<file path="src/rtl/core/tdm_tone_channel_scheduler_top_assert.svh">
// Assertion macros used by the scheduler top.
`ifndef TDM_TONE_CHANNEL_SCHEDULER_TOP_ASSERT_SVH
`define TDM_TONE_CHANNEL_SCHEDULER_TOP_ASSERT_SVH

// Check a property on every rising clock edge outside reset.
`define TTS_CHECK(name, prop, msg) \
  name: assert property (@(posedge clk) disable iff (rst) prop) else $error(msg);

// Check an implication that must hold in the next cycle.
`define TTS_NEXT(name, cond, prop, msg) \
  name: assert property (@(posedge clk) disable iff (rst) (cond) |=> (prop)) else $error(msg);

`endif

</file>
<file path="src/rtl/core/tts_pkg.sv">
`timescale 1ns / 1ps
package tts_pkg;

  localparam int unsigned ChanW = 15;
  localparam int unsigned ChanDepth = 4;
  localparam int unsigned WaveDepth = 16;
  localparam int unsigned QuotW = 18;
  localparam int unsigned DivisorW = 20;
  localparam int unsigned HzW = 22;
  localparam logic [15:0] MinToneReset = 16'd65;
  localparam logic [15:0] MaxToneReset = 16'd16000;
  localparam logic [QuotW-1:0] PulseNum = 18'd131072;
  localparam logic [QuotW-1:0] WaveNum = 18'd65536;
  // 4194304 / x >> 7 folds to 32768 / x
  localparam logic [QuotW-1:0] NoiseNum = 18'd32768;
  localparam logic [11:0] PeriodBase = 12'd2048;
  localparam logic [10:0] NoiseShiftLimit = 11'd13;

  typedef enum logic [1:0] {
    OP_SET_CHANNEL = 2'd0,
    OP_WRITE_WAVE  = 2'd1,
    OP_TICK        = 2'd2,
    OP_UNUSED      = 2'd3
  } opcode_t;

  typedef enum logic [1:0] {
    CH_PULSE0 = 2'd0,
    CH_PULSE1 = 2'd1,
    CH_WAVE   = 2'd2,
    CH_NOISE  = 2'd3
  } chan_id_t;

  typedef enum logic [2:0] {
    ST_IDLE, ST_WREAD, ST_CREAD, ST_CDATA, ST_DIV, ST_CHECK, ST_DONE
  } state_t;

  typedef struct packed {
    logic        active;
    logic [10:0] period;
    logic [2:0]  divider;
  } chan_entry_t;

  typedef struct packed {
    logic                 start;
    logic [QuotW-1:0]     dividend;
    logic [DivisorW-1:0]  divisor;
  } div_req_t;

  function automatic logic [6:0] noise_div(input logic [2:0] r);
    logic [6:0] v;
    unique case (r)
      3'd0: v = 7'd8;
      3'd1: v = 7'd16;
      3'd2: v = 7'd32;
      3'd3: v = 7'd48;
      3'd4: v = 7'd64;
      3'd5: v = 7'd80;
      3'd6: v = 7'd96;
      default: v = 7'd112;
    endcase
    return v;
  endfunction

endpackage

</file>
<file path="src/rtl/core/tts_store.sv">
`timescale 1ns / 1ps
module tts_store
  import tts_pkg::*;
(
  input  logic                clk,
  input  logic                rst,
  input  logic                chan_we,
  input  logic [1:0]          chan_waddr,
  input  chan_entry_t         chan_wdata,
  input  logic [1:0]          chan_raddr,
  output chan_entry_t         chan_rdata,
  input  logic                wave_we,
  input  logic [3:0]          wave_waddr,
  input  logic [7:0]          wave_wdata,
  input  logic [3:0]          wave_raddr,
  output logic [7:0]          wave_rdata
);

  chan_entry_t chan_mem [ChanDepth];
  logic [7:0]  wave_mem [WaveDepth];
  logic [ChanDepth-1:0] chan_vld;
  logic [WaveDepth-1:0] wave_vld;
  chan_entry_t chan_q;
  logic [7:0]  wave_q;
  logic        chan_q_vld;
  logic        wave_q_vld;

  always_ff @(posedge clk) begin
    if (chan_we) begin
      chan_mem[chan_waddr] <= chan_wdata;
    end
    if (wave_we) begin
      wave_mem[wave_waddr] <= wave_wdata;
    end
    chan_q <= chan_mem[chan_raddr];
    wave_q <= wave_mem[wave_raddr];
  end

  always_ff @(posedge clk) begin
    if (rst) begin
      chan_vld <= '0;
      wave_vld <= '0;
      chan_q_vld <= 1'b0;
      wave_q_vld <= 1'b0;
    end else begin
      if (chan_we) begin
        chan_vld[chan_waddr] <= 1'b1;
      end
      if (wave_we) begin
        wave_vld[wave_waddr] <= 1'b1;
      end
      chan_q_vld <= chan_vld[chan_raddr];
      wave_q_vld <= wave_vld[wave_raddr];
    end
  end

  // never-written entries read as zero
  assign chan_rdata = chan_q_vld ? chan_q : '0;
  assign wave_rdata = wave_q_vld ? wave_q : 8'd0;

endmodule

</file>
<file path="src/rtl/core/tts_div.sv">
`timescale 1ns / 1ps
module tts_div
  import tts_pkg::*;
(
  input  logic             clk,
  input  logic             rst,
  input  div_req_t         req,
  output logic             done,
  output logic [QuotW-1:0] quotient
);

  logic [QuotW-1:0]    quot;
  logic [DivisorW-1:0] rem;
  logic [DivisorW-1:0] dsor;
  logic [4:0]          count;
  logic                busy;
  logic [DivisorW:0]   trial;
  logic                fits;

  assign trial = {rem, quot[QuotW-1]};
  assign fits = trial >= {1'b0, dsor};

  always_ff @(posedge clk) begin
    if (rst) begin
      busy <= 1'b0;
      done <= 1'b0;
      count <= '0;
    end else begin
      done <= 1'b0;
      if (req.start) begin
        busy <= 1'b1;
        count <= 5'(QuotW);
      end else if (busy) begin
        count <= count - 5'd1;
        if (count == 5'd1) begin
          busy <= 1'b0;
          done <= 1'b1;
        end
      end
    end
  end

  // one quotient bit per cycle while busy, MSB first
  always_ff @(posedge clk) begin
    if (req.start) begin
      quot <= req.dividend;
      rem <= '0;
      dsor <= req.divisor;
    end else if (busy) begin
      quot <= {quot[QuotW-2:0], fits};
      rem <= fits ? DivisorW'(trial - {1'b0, dsor}) : trial[DivisorW-1:0];
    end
  end

  assign quotient = quot;

endmodule

</file>
<file path="src/rtl/core/tdm_tone_channel_scheduler_top.sv">
`timescale 1ns / 1ps
// Tone picker for one square-wave buzzer. Set-channel and wave-write items
// are taken without leaving the idle state. A tick item first reads all 16
// wave bytes, then tries up to four channels from the round-robin slot. A
// tried channel passes the table read, table data and range check states,
// and one that needs a divide (active, and for noise a shift below 13) adds
// a serial divide in between. A tick's result waits in the done state while
// the previous result is still stalled, and the block returns to idle before
// the next item is taken. The divider yields one quotient bit per cycle and
// the wave store has one read port. The result register frees the input
// while a result waits to be taken.
module tdm_tone_channel_scheduler_top
  import tts_pkg::*;
(
  input  logic        clk,
  input  logic        rst,
  input  logic        item_valid,
  output logic        item_stall,
  input  logic [1:0]  opcode,
  input  logic [1:0]  channel_index,
  input  logic        channel_active,
  input  logic [10:0] period_or_shift,
  input  logic [2:0]  divider_index,
  input  logic [3:0]  wave_address,
  input  logic [7:0]  wave_data,
  output logic        result_valid,
  input  logic        result_stall,
  output logic        tone_on,
  output logic [15:0] tone_hz,
  input  logic        psel,
  input  logic        penable,
  input  logic        pwrite,
  input  logic [2:0]  paddr,
  input  logic [31:0] pwdata,
  output logic [31:0] prdata,
  output logic        pready
);

`include "tdm_tone_channel_scheduler_top_assert.svh"

  state_t state, state_next;
  logic [15:0] min_tone, max_tone;
  logic [1:0]  slot, step;
  logic [4:0]  cnt;
  logic [127:0] shadow;
  logic        zero_tone;
  logic [1:0]  cur_chan;
  logic        accept;
  chan_entry_t chan_rdata;
  logic [7:0]  wave_rdata;
  div_req_t    div_req;
  logic        div_done;
  logic [QuotW-1:0] quotient;
  logic [2:0]  rep_shift;
  logic [HzW-1:0] hz;
  logic        found;
  logic        skip;
  logic [DivisorW-1:0] noise_dsor;
  logic        pend_on;
  logic [15:0] pend_hz;

  assign pready = 1'b1;
  assign prdata = paddr[2] ? {16'd0, max_tone} : {16'd0, min_tone};

  always_ff @(posedge clk) begin
    if (rst) begin
      min_tone <= MinToneReset;
      max_tone <= MaxToneReset;
    end else if (psel && penable && pwrite) begin
      if (paddr[2]) begin
        max_tone <= pwdata[15:0];
      end else begin
        min_tone <= pwdata[15:0];
      end
    end
  end

  assign accept = item_valid && !item_stall;
  assign cur_chan = slot + step;

  tts_store u_store (
    .clk        (clk),
    .rst        (rst),
    .chan_we    (accept && opcode == OP_SET_CHANNEL),
    .chan_waddr (channel_index),
    .chan_wdata ({channel_active, period_or_shift, divider_index}),
    .chan_raddr (cur_chan),
    .chan_rdata (chan_rdata),
    .wave_we    (accept && opcode == OP_WRITE_WAVE),
    .wave_waddr (wave_address),
    .wave_wdata (wave_data),
    .wave_raddr (cnt[3:0]),
    .wave_rdata (wave_rdata)
  );

  tts_div u_div (
    .clk      (clk),
    .rst      (rst),
    .req      (div_req),
    .done     (div_done),
    .quotient (quotient)
  );

  // shortest repeat period over the 32 nibbles, shadow holds sample 0 on top
  always_comb begin
    if (shadow[127:8] == shadow[119:0]) begin
      rep_shift = 3'd4;
    end else if (shadow[127:16] == shadow[111:0]) begin
      rep_shift = 3'd3;
    end else if (shadow[127:32] == shadow[95:0]) begin
      rep_shift = 3'd2;
    end else if (shadow[127:64] == shadow[63:0]) begin
      rep_shift = 3'd1;
    end else begin
      rep_shift = 3'd0;
    end
  end

  assign hz = zero_tone ? '0
            : (HzW'(quotient) << ((cur_chan == CH_WAVE) ? rep_shift : 3'd0));
  assign found = (hz != '0) && (hz >= HzW'(min_tone)) && (hz <= HzW'(max_tone));
  assign skip = !chan_rdata.active
             || (cur_chan == CH_NOISE && chan_rdata.period >= NoiseShiftLimit);
  assign noise_dsor = DivisorW'(noise_div(chan_rdata.divider)) << chan_rdata.period[3:0];

  always_comb begin
    state_next = state;
    unique case (state)
      ST_IDLE:  if (accept && opcode == OP_TICK) state_next = ST_WREAD;
      ST_WREAD: if (cnt == 5'(WaveDepth)) state_next = ST_CREAD;
      ST_CREAD: state_next = ST_CDATA;
      ST_CDATA: state_next = skip ? ST_CHECK : ST_DIV;
      ST_DIV:   if (div_done) state_next = ST_CHECK;
      ST_CHECK: begin
        if (found || step == 2'd3) begin
          state_next = ST_DONE;
        end else begin
          state_next = ST_CREAD;
        end
      end
      ST_DONE:  if (!result_valid || !result_stall) state_next = ST_IDLE;
      default:  state_next = ST_IDLE;
    endcase
  end

  always_comb begin
    item_stall = state != ST_IDLE;
    div_req = '0;
    if (state == ST_CDATA && !skip) begin
      div_req.start = 1'b1;
      unique case (cur_chan)
        CH_PULSE0, CH_PULSE1: begin
          div_req.dividend = PulseNum;
          div_req.divisor = DivisorW'(PeriodBase - {1'b0, chan_rdata.period});
        end
        CH_WAVE: begin
          div_req.dividend = WaveNum;
          div_req.divisor = DivisorW'(PeriodBase - {1'b0, chan_rdata.period});
        end
        default: begin
          div_req.dividend = NoiseNum;
          div_req.divisor = noise_dsor;
        end
      endcase
    end
  end

  always_ff @(posedge clk) begin
    if (rst) begin
      state <= ST_IDLE;
      slot <= 2'd3;
      step <= '0;
      cnt <= '0;
      result_valid <= 1'b0;
    end else begin
      state <= state_next;
      if (state == ST_DONE && (!result_valid || !result_stall)) begin
        result_valid <= 1'b1;
      end else if (result_valid && !result_stall) begin
        result_valid <= 1'b0;
      end
      unique case (state)
        ST_IDLE: begin
          cnt <= '0;
          step <= '0;
          if (accept && opcode == OP_TICK) begin
            slot <= slot + 2'd1;
          end
        end
        ST_WREAD: cnt <= cnt + 5'd1;
        ST_CHECK: if (!found && step != 2'd3) step <= step + 2'd1;
        default: ;
      endcase
    end
  end

  always_ff @(posedge clk) begin
    // shift in the byte read on the previous cycle
    if (state == ST_WREAD && cnt != 5'd0) begin
      shadow <= {shadow[119:0], wave_rdata};
    end
    if (state == ST_CDATA) begin
      zero_tone <= skip;
    end
    if (state == ST_CHECK) begin
      pend_on <= found;
      pend_hz <= found ? hz[15:0] : 16'd0;
    end
    // hold the waiting result until its transfer
    if (state == ST_DONE && (!result_valid || !result_stall)) begin
      tone_on <= pend_on;
      tone_hz <= pend_hz;
    end
  end

  `TTS_CHECK(a_on_matches_hz, result_valid |-> (tone_on == (tone_hz != 16'd0)), "tone_on disagrees with tone_hz")
  `TTS_NEXT(a_tick_starts, accept && opcode == OP_TICK, state == ST_WREAD, "tick did not start wave read")
  `TTS_CHECK(a_result_from_done, $rose(result_valid) |-> $past(state) == ST_DONE, "result without finished search")

endmodule
</file>
<file path="config.mk">
export PLATFORM = sky130hd
export DESIGN_NAME = tdm_tone_channel_scheduler_top
export DESIGN_NICKNAME = d
export VERILOG_FILES = /design/src/rtl/core/tts_pkg.sv /design/src/rtl/core/tts_store.sv /design/src/rtl/core/tts_div.sv /design/src/rtl/core/tdm_tone_channel_scheduler_top.sv
export VERILOG_INCLUDE_DIRS = /design/src /design/src/rtl/core
export SDC_FILE = /design/constraint.sdc
export NUM_CORES = 1
export LEC_CHECK = 0
export BUFFER_PORTS_ARGS = -buffer_cell sky130_fd_sc_hd__buf_2
export CELL_PAD_IN_SITES_DETAIL_PLACEMENT = 1
export CELL_PAD_IN_SITES_GLOBAL_PLACEMENT = 2
export CORE_UTILIZATION = 46
export CTS_CLUSTER_DIAMETER = 40
export CTS_CLUSTER_SIZE = 16
export DETAILED_ROUTE_END_ITERATION = 16
export PLACE_DENSITY = 0.86
export SETUP_SLACK_MARGIN = 0.15
export SYNTH_ARGS = -nofsm -noshare
export SYNTH_HDL_FRONTEND = slang
export SYNTH_SLANG_ARGS = --single-unit
</file>
<file path="constraint.sdc">
create_clock -name clk -period 12.12 [get_ports clk]
set_input_delay 0.606 -clock clk [delete_from_list [all_inputs] [get_ports clk]]
set_output_delay 0.606 -clock clk [all_outputs]
set_load 0.1 [all_outputs]
</file>
==> flow_summary.yaml, run 1 <==
clocking:
  insertion_delay_ns: 0.61
  cts_max_level: 3
  path_clk_slew_ns: 0.05
  root_buffer: "clkbuf_16"
  clk_path_buf_depth: 3
  cts.sinks: 506
  cts_tree: "yes"
  numCtsBuffers: 76
  ctsHoldBuffers: 0
  cts_resized: 0
  post-cts-setup-buffers: 0
power_and_ir_drop:
  power.total_mw: 4.69
  ir_worst_vdd_mv: 0.176
  p_per_area_mw_per_mm2: 161
  p_leak_nw: 10.1
synthesis:
  syn-cell-area_sq_mm: 0.0257
  synthDistinctLibCells: 84
  synth_compound_gate_area_share: 0.0794
  ys_ff_latch: 506
  synth-main-ff-cell: "edfxtp_1"
  ys_warn_count: 0
  synthCells: 2221
  yosysSeqAreaShare: 0.546
  yosys.area_share.simple: 0.130
  synth_top_family_by_area: "simple AND/OR/NAND/NOR gates"
  synthAdderAreaFrac: 0.0300
  syn_avg_cell_area_sq_um: 11.6
  synth-xor-area-share: 0.101
  async_reset_ff_frac: 0
  synth_mux_area_frac: 0.0665
  synth-edff-count: 389
worst_setup_path:
  crit_path_start: "shadow[98]"
  crit-reg2reg-launch: "shadow[98]"
  cp_max_fo: 15
  cp.arrival_ns: 8.20
  r2r_slack_ns: 4.46
  rr_worst_depth: 27
  crit_path_end_kind: "register"
  crit-reg2reg-capture: "step[0]"
  path_class: "reg -> reg"
  required_ns: 12.65
  startpoint_type: "register"
  crit_path_end: "step[0]"
global_routing:
  grt_pass1_vias: 18469
  antenna_found_initial: 2
  grt_overflow_total: 0
  grt_usage: 0.262
  grt_max_degree: 75
  grt_pass1_wl_mm: 113
drt:
  route.detailed.drc: 0
  via_per_inst: 5.83
  detail_route.wl_per_cell_microns: 24.2
  totalWireLength_mm: 73.5
  vias: 17735
  first_pass_iters: 5
  detail_route.iter0.violations: 1277
  final_antenna_net_count: 0
floorplan:
  core.rowCount: 86
  die_y_microns: 238
  core_sq_mm: 0.0552
  ioPinCount: 125
  initial_core_util: 0.466
  die_width_microns: 238
  dieArea_sq_mm: 0.0568
finish:
  syn_to_final_growth_pct: 13.2
  postLayoutCellArea_sq_mm: 0.0291
  fillers: 5642
  drive_gt1_frac: 0.148
  nets: 2365
  antenna_cells: 0
  utilization: 0.527
timing:
  report.final.slew_viol_count: 0
  post-route-min-period_ns: 7.66
  setup_viol: 0
  rsz0062_at_grt: "false"
  relSlewSlack: 0.204
  timing.final.crit_share: 0.632
  finClkSkew_ns: 0.0244
  postLayoutSetupSlackWorst_ns: 4.46
  finalHoldViolCount: 0
  fmax_ghz: 0.131
  fin_tns_setup_ns: 0
  tightest_slew_ns: 1.19
place:
  placed_area_sq_mm: 0.0265
  pre_cts_ws_ns: 4.62
  port_buffers: 89
  gp_congestion: 0.986
  place_hpwl_mm: 51.2
hold_path:
  hold_path_class: "in -> reg"
run:
  cap_violations: 0
outcome:
  status: "finished clean"
per-layer routing:
metal | global-route usage | up-vias | routed length, microns
li1 | - | 8056 | -
met1 | 0.350 | 8960 | 31900
met2 | 0.432 | 571 | 35000
met3 | 0.0405 | 146 | 4370
met4 | 0.0911 | 2 | 2240
met5 | 0 | - | 13
flip-flops by register name (all words and copies together) (netlist names), 16 cells and up:
| signal | cells |
|---|---|
| max_tone | 16 |
| min_tone | 16 |
| pend_hz | 16 |
| shadow | 128 |
| tone_hz | 16 |
| u_div.dsor | 20 |
| u_div.quotient | 18 |
| u_div.rem | 20 |
| u_store.chan_mem | 60 |
| u_store.wave_mem | 128 |
| u_store.wave_vld | 16 |
how the worst min path moves through the flow:
| stage | startpoint | endpoint | slack [ns] | cells after the start |
|---|---|---|---|---|
| 6_report | period_or_shift[2] | u_store.chan_mem[2][5] | 0.22 | 1 |
| 5_1_grt | period_or_shift[5] | u_store.chan_mem[3][8] | 0.21 | 1 |
| 4_1_cts | period_or_shift[2] | u_store.chan_mem[2][5] | 0.19 | 1 |
| 3_5_place_dp | pend_hz[0] | tone_hz[0] | 0.41 | 0 |
| 3_3_place_gp | pend_hz[2] | tone_hz[2] | 0.41 | 0 |
| 2_1_floorplan | pend_hz[0] | tone_hz[0] | 0.40 | 0 |
cell usage in the layout, fill, tap and decap left out, types with 35 or more instances in the layout:
cell and count:
dfxtp_1 116, buf_2 89, inv_1 94, clkbuf_16 81, nor3_1 66, o21ai_0 70, mux4_2 61, edfxtp_1 389
ha_1 60, a21oi_1 90, nand4_1 62, nor2_1 145, xor2_1 123, nor4_1 51, nand2_1 150, xnor2_1 173
and3_1 35
cell type report:
cell class | instances | area, sq um | area share
clock buffers | 94 | 2100 | 0.0720
clock inverters | 48 | 515 | 0.0177
inverters | 95 | 357 | 0.0123
multi-input cells | 1443 | 10600 | 0.363
flip-flops and latches | 506 | 14000 | 0.482
well taps | 748 | 936 | 0.0322
repair buffers | 109 | 596 | 0.0205
kinds of logic (layout without fill, tap and decap cells):
group           after synthesis  in the layout
mux                          93             93
buf+inv                     288            346
flops                       506            506
xor+xnor                    297            297
simple gates                659            659
other cells                   2             18
compound gates              315            315
fa+ha+maj                    61             61
synth_stat cells (6+ instances only):
master | count | share of area
edfxtp_1 | 389 | 0.45
xnor2_1 | 174 | 0.059
nand2_1 | 150 | 0.022
nor2_1 | 145 | 0.021
clkbuf_1 | 132 | 0.019
xor2_1 | 123 | 0.042
dfxtp_1 | 117 | 0.091
inv_1 | 94 | 0.014
a21oi_1 | 92 | 0.018
o21ai_0 | 70 | 0.014
nor3_1 | 69 | 0.013
nand4_1 | 62 | 0.015
mux4_2 | 61 | 0.053
ha_1 | 60 | 0.029
nor4_1 | 51 | 0.012
and3_1 | 35 | 0.0085
nand3_1 | 27 | 0.0053
nor2b_1 | 25 | 0.0061
mux2i_1 | 24 | 0.0093
nand2b_1 | 24 | 0.0058
and2_1 | 22 | 0.0054
buf_4 | 22 | 0.0064
a21o_1 | 21 | 0.0061
o22ai_1 | 21 | 0.0051
buf_1 | 18 | 0.0026
buf_2 | 17 | 0.0033
or3_1 | 12 | 0.0029
o21a_1 | 9 | 0.0026
a211o_1 | 8 | 0.0027
a211oi_1 | 8 | 0.0023
o2111ai_1 | 7 | 0.0024
a31oi_1 | 6 | 0.0015
mux2_2 | 6 | 0.0026
o211ai_1 | 6 | 0.0018
o21ba_2 | 6 | 0.0023
o221ai_1 | 6 | 0.0020
o31ai_1 | 6 | 0.0018
or2_2 | 6 | 0.0015
critical path: stages, from the launching register on:
cell      delay (ns)
edfxtp_1        0.57
or4_1           0.65
a22oi_1         0.22
o221ai_1        0.24
or4_4           0.61
nor3_4          0.37
nand2_1         0.43
inv_1           0.44
nor2_1          0.16
nand2_1         0.18
nor2_1          0.06
nand2_1         0.17
ha_1            0.26
nand2b_1        0.14
a21o_1          0.18
a21o_1          0.17
a21o_1          0.17
a21o_1          0.17
a21o_1          0.19
a21o_1          0.19
a21o_1          0.17
a21oi_1         0.17
nor2_1          0.08
o221ai_2        0.52
a41o_1          0.41
and3_4          0.27
mux2_4          0.30
nor2_2          0.06
power breakdown:
group | leakage, nW | internal (mW) | switching [mW] | total [mW]
registers | 4.48 | 1.92 | 0.0977 | 2.02
clock network | 1.26 | 1.37 | 0.850 | 2.22
logic | 4.38 | 0.169 | 0.287 | 0.457
total | 10.1 | 3.46 | 1.24 | 4.69
stage by stage:
step,hold WS (ns),instances
floorplan,0.400,2237
global placement,0.410,2901
detailed placement,0.406,2901
CTS,0.194,3043
global route,0.212,3043
finish,0.222,3043
No activity file was read; power rests on OpenSTA's default activity.
==> run 2, diff against run 1 <==
CORE_UTILIZATION = 42   (was 46)
PLACE_DENSITY = 0.79   (was 0.86)
clock period = 7.5 ns   (was 12.12 ns; I/O delays follow)
==> run 2 against run 1 <==
Non-clock buffer count is 41 higher. Sequential power is 61% higher. Critical path type unchanged. Largest power group unchanged. Register-to-register slack worse by 3.7 ns. Clock power is 70% higher. Worst hold slack worse by 0.18 ns. Largest cell class unchanged.
==> flow_summary.yaml, run 2 (synthesized netlist as in run 1, its figures left out) <==
worst_setup_path:
  startpoint_type: "register"
  required_ns: 8.04
  crit_slowest_cell: "or3_2"
  path_class: "reg -> reg"
  critPathTopFamily: "simple AND/OR/NAND/NOR gates"
  path_buf_inv: 1
  slowest_delay_ns: 0.65
  cp.arrival_ns: 7.31
  cp_max_fo: 18
  crit_path_end_kind: "register"
timing:
  fmax_ghz: 0.148
  postLayoutSetupSlackWorst_ns: 0.730
  timing.final.crit_share: 0.903
  finClkSkew_ns: 0.0350
  relSlewSlack: 0.156
  tightest_slew_ns: 1.26
  report.final.slew_viol_count: 0
  setup_viol: 0
  post-route-min-period_ns: 6.77
  fin_tns_setup_ns: 0
  whs_ns: 0.0406
  finalHoldViolCount: 0
  rsz0062_at_grt: "false"
floorplan:
  die_width_microns: 249
  initial_core_util: 0.426
  core_sq_mm: 0.0604
  core.rowCount: 90
  die_y_microns: 249
  dieArea_sq_mm: 0.0622
  ioPinCount: 125
finish:
  drive_gt1_frac: 0.158
  multi_input_area_sq_mm: 0.0106
  largestRegisters: "shadow (128), u_store.wave_mem (128), u_store.chan_mem (60)"
  nets: 2411
  final_cell_mix: "389 x edfxtp_1, 173 x xnor2_1, 150 x nand2_1"
  fillers: 6293
  syn_to_final_growth_pct: 15.5
  regArea_sq_mm: 0.0140
  layoutNonFillerInstCount: 3129
  final_common_cell: "edfxtp_1"
drt:
  first_pass_iters: 5
  route.detailed.drc: 0
  detail_route.iter0.violations: 1202
  via_per_inst: 5.65
  detail_route.wl_per_cell_microns: 24.4
  final_antenna_net_count: 0
  vias: 17684
  totalWireLength_mm: 76.2
place:
  dpl.cell_count: 2954
  place_hpwl_mm: 53.7
  pre_cts_ws_ns: 0.701
  gp_congestion: 0.955
  port_buffers: 89
clocking:
  path_clk_slew_ns: 0.06
  numCtsBuffers: 81
  clk_path_buf_depth: 3
  cts.sinks: 506
  post-cts-setup-buffers: 0
  cts_max_level: 3
  cts_tree: "yes"
  root_buffer: "clkbuf_16"
  insertion_delay_ns: 0.63
global_routing:
  grt_max_degree: 79
  grt_usage: 0.246
  antenna_found_initial: 3
  grt_pass1_vias: 18393
  grt_overflow_total: 0
  grt_pass1_wl_mm: 116
power_and_ir_drop:
  ir_worst_vdd_mv: 0.257
  p_leak_nw: 10.4
  p_per_area_mw_per_mm2: 263
  power.total_mw: 7.80
hold_path:
  hold_path_class: "in -> reg"
run:
  cap_violations: 0
outcome:
  status: "finished clean"
-- run 2: cell types whose count changed in the layout (fill, tap and decap cells not counted), sizes merged, moves of 3 or more --
cell and delta:
clkinv +10, clkbuf -5, bufinv +3, buf +19
dlygate4sd3 +22
-- run 2: per-stage QoR --
step,cell area [sq um],util
finish,29700,0.492
detailed placement,26700,0.442
global placement,26700,0.442
floorplan,25800,-
global route,29700,0.492
CTS,29700,0.492
-- run 2: final cells by class --
cell class / count / area share
clock inverters: 63 / 0.0230
diodes: 1 / 0.0000843
repair buffers: 150 / 0.0323
clock buffers: 89 / 0.0707
flip-flops and latches: 506 / 0.473
well taps: 782 / 0.0330
multi-input cells: 1443 / 0.356
inverters: 95 / 0.0120
-- run 2: report_power, final --
part / internal, mW / switching, mW
Combinational: 0.285 / 0.473
Clock: 2.35 / 1.43
Sequential: 3.11 / 0.154
-- run 2: path summary, 6_finish.rpt --
check,from,to,slack (ns),cells past startpoint
hold / removal,pwdata[4],min_tone[4],0.04,3
setup / recovery,shadow[118],step[0],0.73,26
hold reg to reg,pend_hz[15],tone_hz[15],0.41,0
setup reg to reg,shadow[118],step[0],0.73,26
-- run 2: routing by layer --
metal  global-route usage  wire (microns)  vias to the layer above
met5                    0              25                        -
met1                0.341           34600                     8944
met4               0.0801            1990                        4
met3               0.0392            3980                      125
li1                     -               -                     8141
met2                0.394           35700                      470
-- run 2: what timing repair did --
item / 4_1_cts / 5_1_grt
hold endpoints to repair: 68 / 0
setup endpoints to repair: 0 / 1
hold buffers: 22 / 0
gates resized for setup: 0 / 1
-- run 2: worst register-to-register path, stage by stage, from the launching register on --
cell and delay, ns:
edfxtp_1 0.56, xnor2_1 0.53, nand4_1 0.20, nor4_1 0.34, buf_4 0.20, nand4_1 0.26
or3_1 0.46, or3_2 0.65, mux2i_1 0.33, nor2b_1 0.11, nor2_1 0.20, nor2_1 0.06
a21oi_1 0.22, nor2_1 0.12, ha_1 0.23, a21o_1 0.15, a21o_1 0.17, a211oi_1 0.25
o31ai_1 0.11, a21o_1 0.19, a21oi_1 0.14, o22a_1 0.16, o221ai_2 0.11, a41o_1 0.33
and3_4 0.23, mux2_4 0.30, nor2_2 0.07
==> run 3, diff against run 2 <==
BUFFER_PORTS_ARGS = unset   (was -buffer_cell sky130_fd_sc_hd__buf_2)
CORE_UTILIZATION = 44   (was 42)
DONT_BUFFER_PORTS = 1   (was unset)
PLACE_DENSITY = 0.8   (was 0.79)
==> run 3 against run 2 <==
Register-to-register slack got worse by 0.07 ns. Via count decreased by 2.0%. Cell area down 0.57%. Setup slack worse by 0.066 ns. Global-route usage rose by 0.74 points. Count of clock-buffer cells in the layout unchanged. Largest cell class unchanged. Critical path depth down 2. Maximum frequency decreased by 0.96%. Critical path type unchanged. First-iteration DRC count decreased by 7.7%. Sequential power is essentially flat.
==> flow_summary.yaml, run 3 (synthesized netlist as in run 1, its figures left out) <==
drt:
  vias: 17326
  met1_length_mm: 33.0
  via_per_inst: 5.69
  final_antenna_net_count: 0
  wl_met2_mm: 35.4
  totalWireLength_mm: 75.0
  highest_layer: "met4"
  first_pass_iters: 5
  detail_route.iter0.violations: 1109
  detail_route.wl_per_cell_microns: 24.6
  route.met3.wl_mm: 4.35
  route.detailed.drc: 0
clocking:
  cts.sinks: 506
  cts_tree: "yes"
  cts_max_level: 3
  path_clk_slew_ns: 0.06
  clk_path_buf_depth: 3
  post-cts-setup-buffers: 0
  root_buffer: "clkbuf_16"
  insertion_delay_ns: 0.62
  numCtsBuffers: 79
floorplan:
  die_width_microns: 244
  core_sq_mm: 0.0577
  initial_core_util: 0.445
  die_y_microns: 244
  ioPinCount: 125
  dieArea_sq_mm: 0.0594
  core.rowCount: 88
timing:
  finalHoldViolCount: 0
  fin_tns_setup_ns: 0
  rsz0062_at_grt: "false"
  relSlewSlack: 0.210
  timing.final.crit_share: 0.911
  report.final.slew_viol_count: 0
  tightest_slew_ns: 1.18
  setup_viol: 0
  finClkSkew_ns: 0.0278
  post-route-min-period_ns: 6.84
  fmax_ghz: 0.146
worst_setup_path:
  cp_max_fo: 10
  rr_worst_depth: 24
  path_class: "reg -> reg"
  crit_path_end: "step[0]"
  crit-reg2reg-launch: "shadow[46]"
  crit_path_end_kind: "register"
  crit-reg2reg-capture: "step[0]"
  r2r_slack_ns: 0.66
  cp.arrival_ns: 7.37
  startpoint_type: "register"
  required_ns: 8.04
  crit_path_start: "shadow[46]"
hold_path:
  hold_path_class: "in -> reg"
  min_delay_path_depth: 2
power_and_ir_drop:
  ir_worst_vdd_mv: 0.260
  p_leak_nw: 10.2
  p_per_area_mw_per_mm2: 263
outcome:
  status: "finished clean"
global_routing:
  grt_pass1_vias: 18117
  grt_max_degree: 80
  antenna_found_initial: 0
  grt_overflow_total: 0
  grt_pass1_wl_mm: 114
  grt_usage: 0.254
finish:
  antenna_cells: 0
  drive_gt1_frac: 0.134
  layoutNonFillerInstCount: 3045
  fillers: 5963
  final_common_cell: "edfxtp_1"
  syn_to_final_growth_pct: 14.8
  final_cell_mix: "389 x edfxtp_1, 173 x xnor2_1, 150 x nand2_1"
  largestRegisters: "shadow (128), u_store.wave_mem (128), u_store.chan_mem (60)"
  regArea_sq_mm: 0.0140
  multi_input_area_sq_mm: 0.0106
  nets: 2349
place:
  port_buffers: 0
  place_hpwl_mm: 52.3
  dpl.cell_count: 2858
  gp_congestion: 0.965
run:
  cap_violations: 0
[run 3: cell count changes in the layout (fill, tap and decap cells not counted), sizes merged]
| cell | previous run | this run |
|---|---|---|
| dlygate4sd3 | 22 | 40 |
| clkinv | 29 | 17 |
| diode | 1 | 0 |
| inv | 112 | 118 |
| buf | 128 | 50 |
[run 3: final cells by class]
cell class | count | area share
Inverter | 95 | 0.0121
Multi-Input combinational cell | 1443 | 0.360
Clock buffer | 89 | 0.0708
Clock inverter | 57 | 0.0222
Tap cell | 765 | 0.0324
Timing Repair Buffer | 90 | 0.0270
Sequential cell | 506 | 0.475
[run 3: critical path, cell delays in order, from the launching register on]
cell and delay [ns]:
edfxtp_1 0.84, xnor2_1 0.19, nand4_1 0.12, a2111oi_0 0.77, and4_1 0.43, and3_1 0.44
o21ai_0 0.33, o32a_1 0.37, o21ai_1 0.19, nor2_1 0.07, a21oi_1 0.32, nor2_1 0.14
ha_1 0.34, nand4_1 0.13, nor2_1 0.06, a211oi_1 0.24, o31ai_1 0.11, a21o_1 0.19
a21oi_1 0.17, o22a_1 0.16, o221ai_2 0.12, a41o_1 0.38, and3_4 0.26, mux2_4 0.30
nor2_2 0.07
[run 3: worst min path at each step]
stage	from	end	slack [ns]
after global routing	item_valid	slot[0]	0.04
after CTS	item_valid	slot[0]	0.003
after detailed placement	pend_hz[0]	tone_hz[0]	0.41
after global placement	pend_hz[13]	tone_hz[13]	0.41
final	item_valid	slot[0]	0.02
after floorplan	pend_hz[0]	tone_hz[0]	0.40
[run 3: what timing repair did]
action | CTS | global route
gates resized for setup | 0 | 0
hold buffers | 41 | 0
endpoints found under the hold margin | 262 | 0
[run 3: metrics by stage]
step	hold WS (ns)	setup slack (ns)	instance area, sq um	total power, mW	utilization
2_1_floorplan	0.400	1.80	25800	3.84	-
4_1_cts	0.00282	0.609	29500	7.83	0.511
6_report	0.0245	0.665	29500	7.76	0.511
3_3_place_gp	0.412	0.810	26300	4.00	0.457
3_5_place_dp	0.406	0.659	26300	4.02	0.457
5_1_grt	0.0444	0.259	29500	8.01	0.511
[run 3: metal layers]
metal | up-vias | GRT usage
met5 | - | 0
met4 | 0 | 0.0879
met3 | 127 | 0.0424
met2 | 493 | 0.410
met1 | 8681 | 0.345
li1 | 8025 | -
[run 3: power by group]
part	total (mW)	internal [mW]	switching (mW)
clock network	3.76	2.34	1.42
registers	3.26	3.11	0.155
logic	0.740	0.281	0.459
total	7.76	5.73	2.04
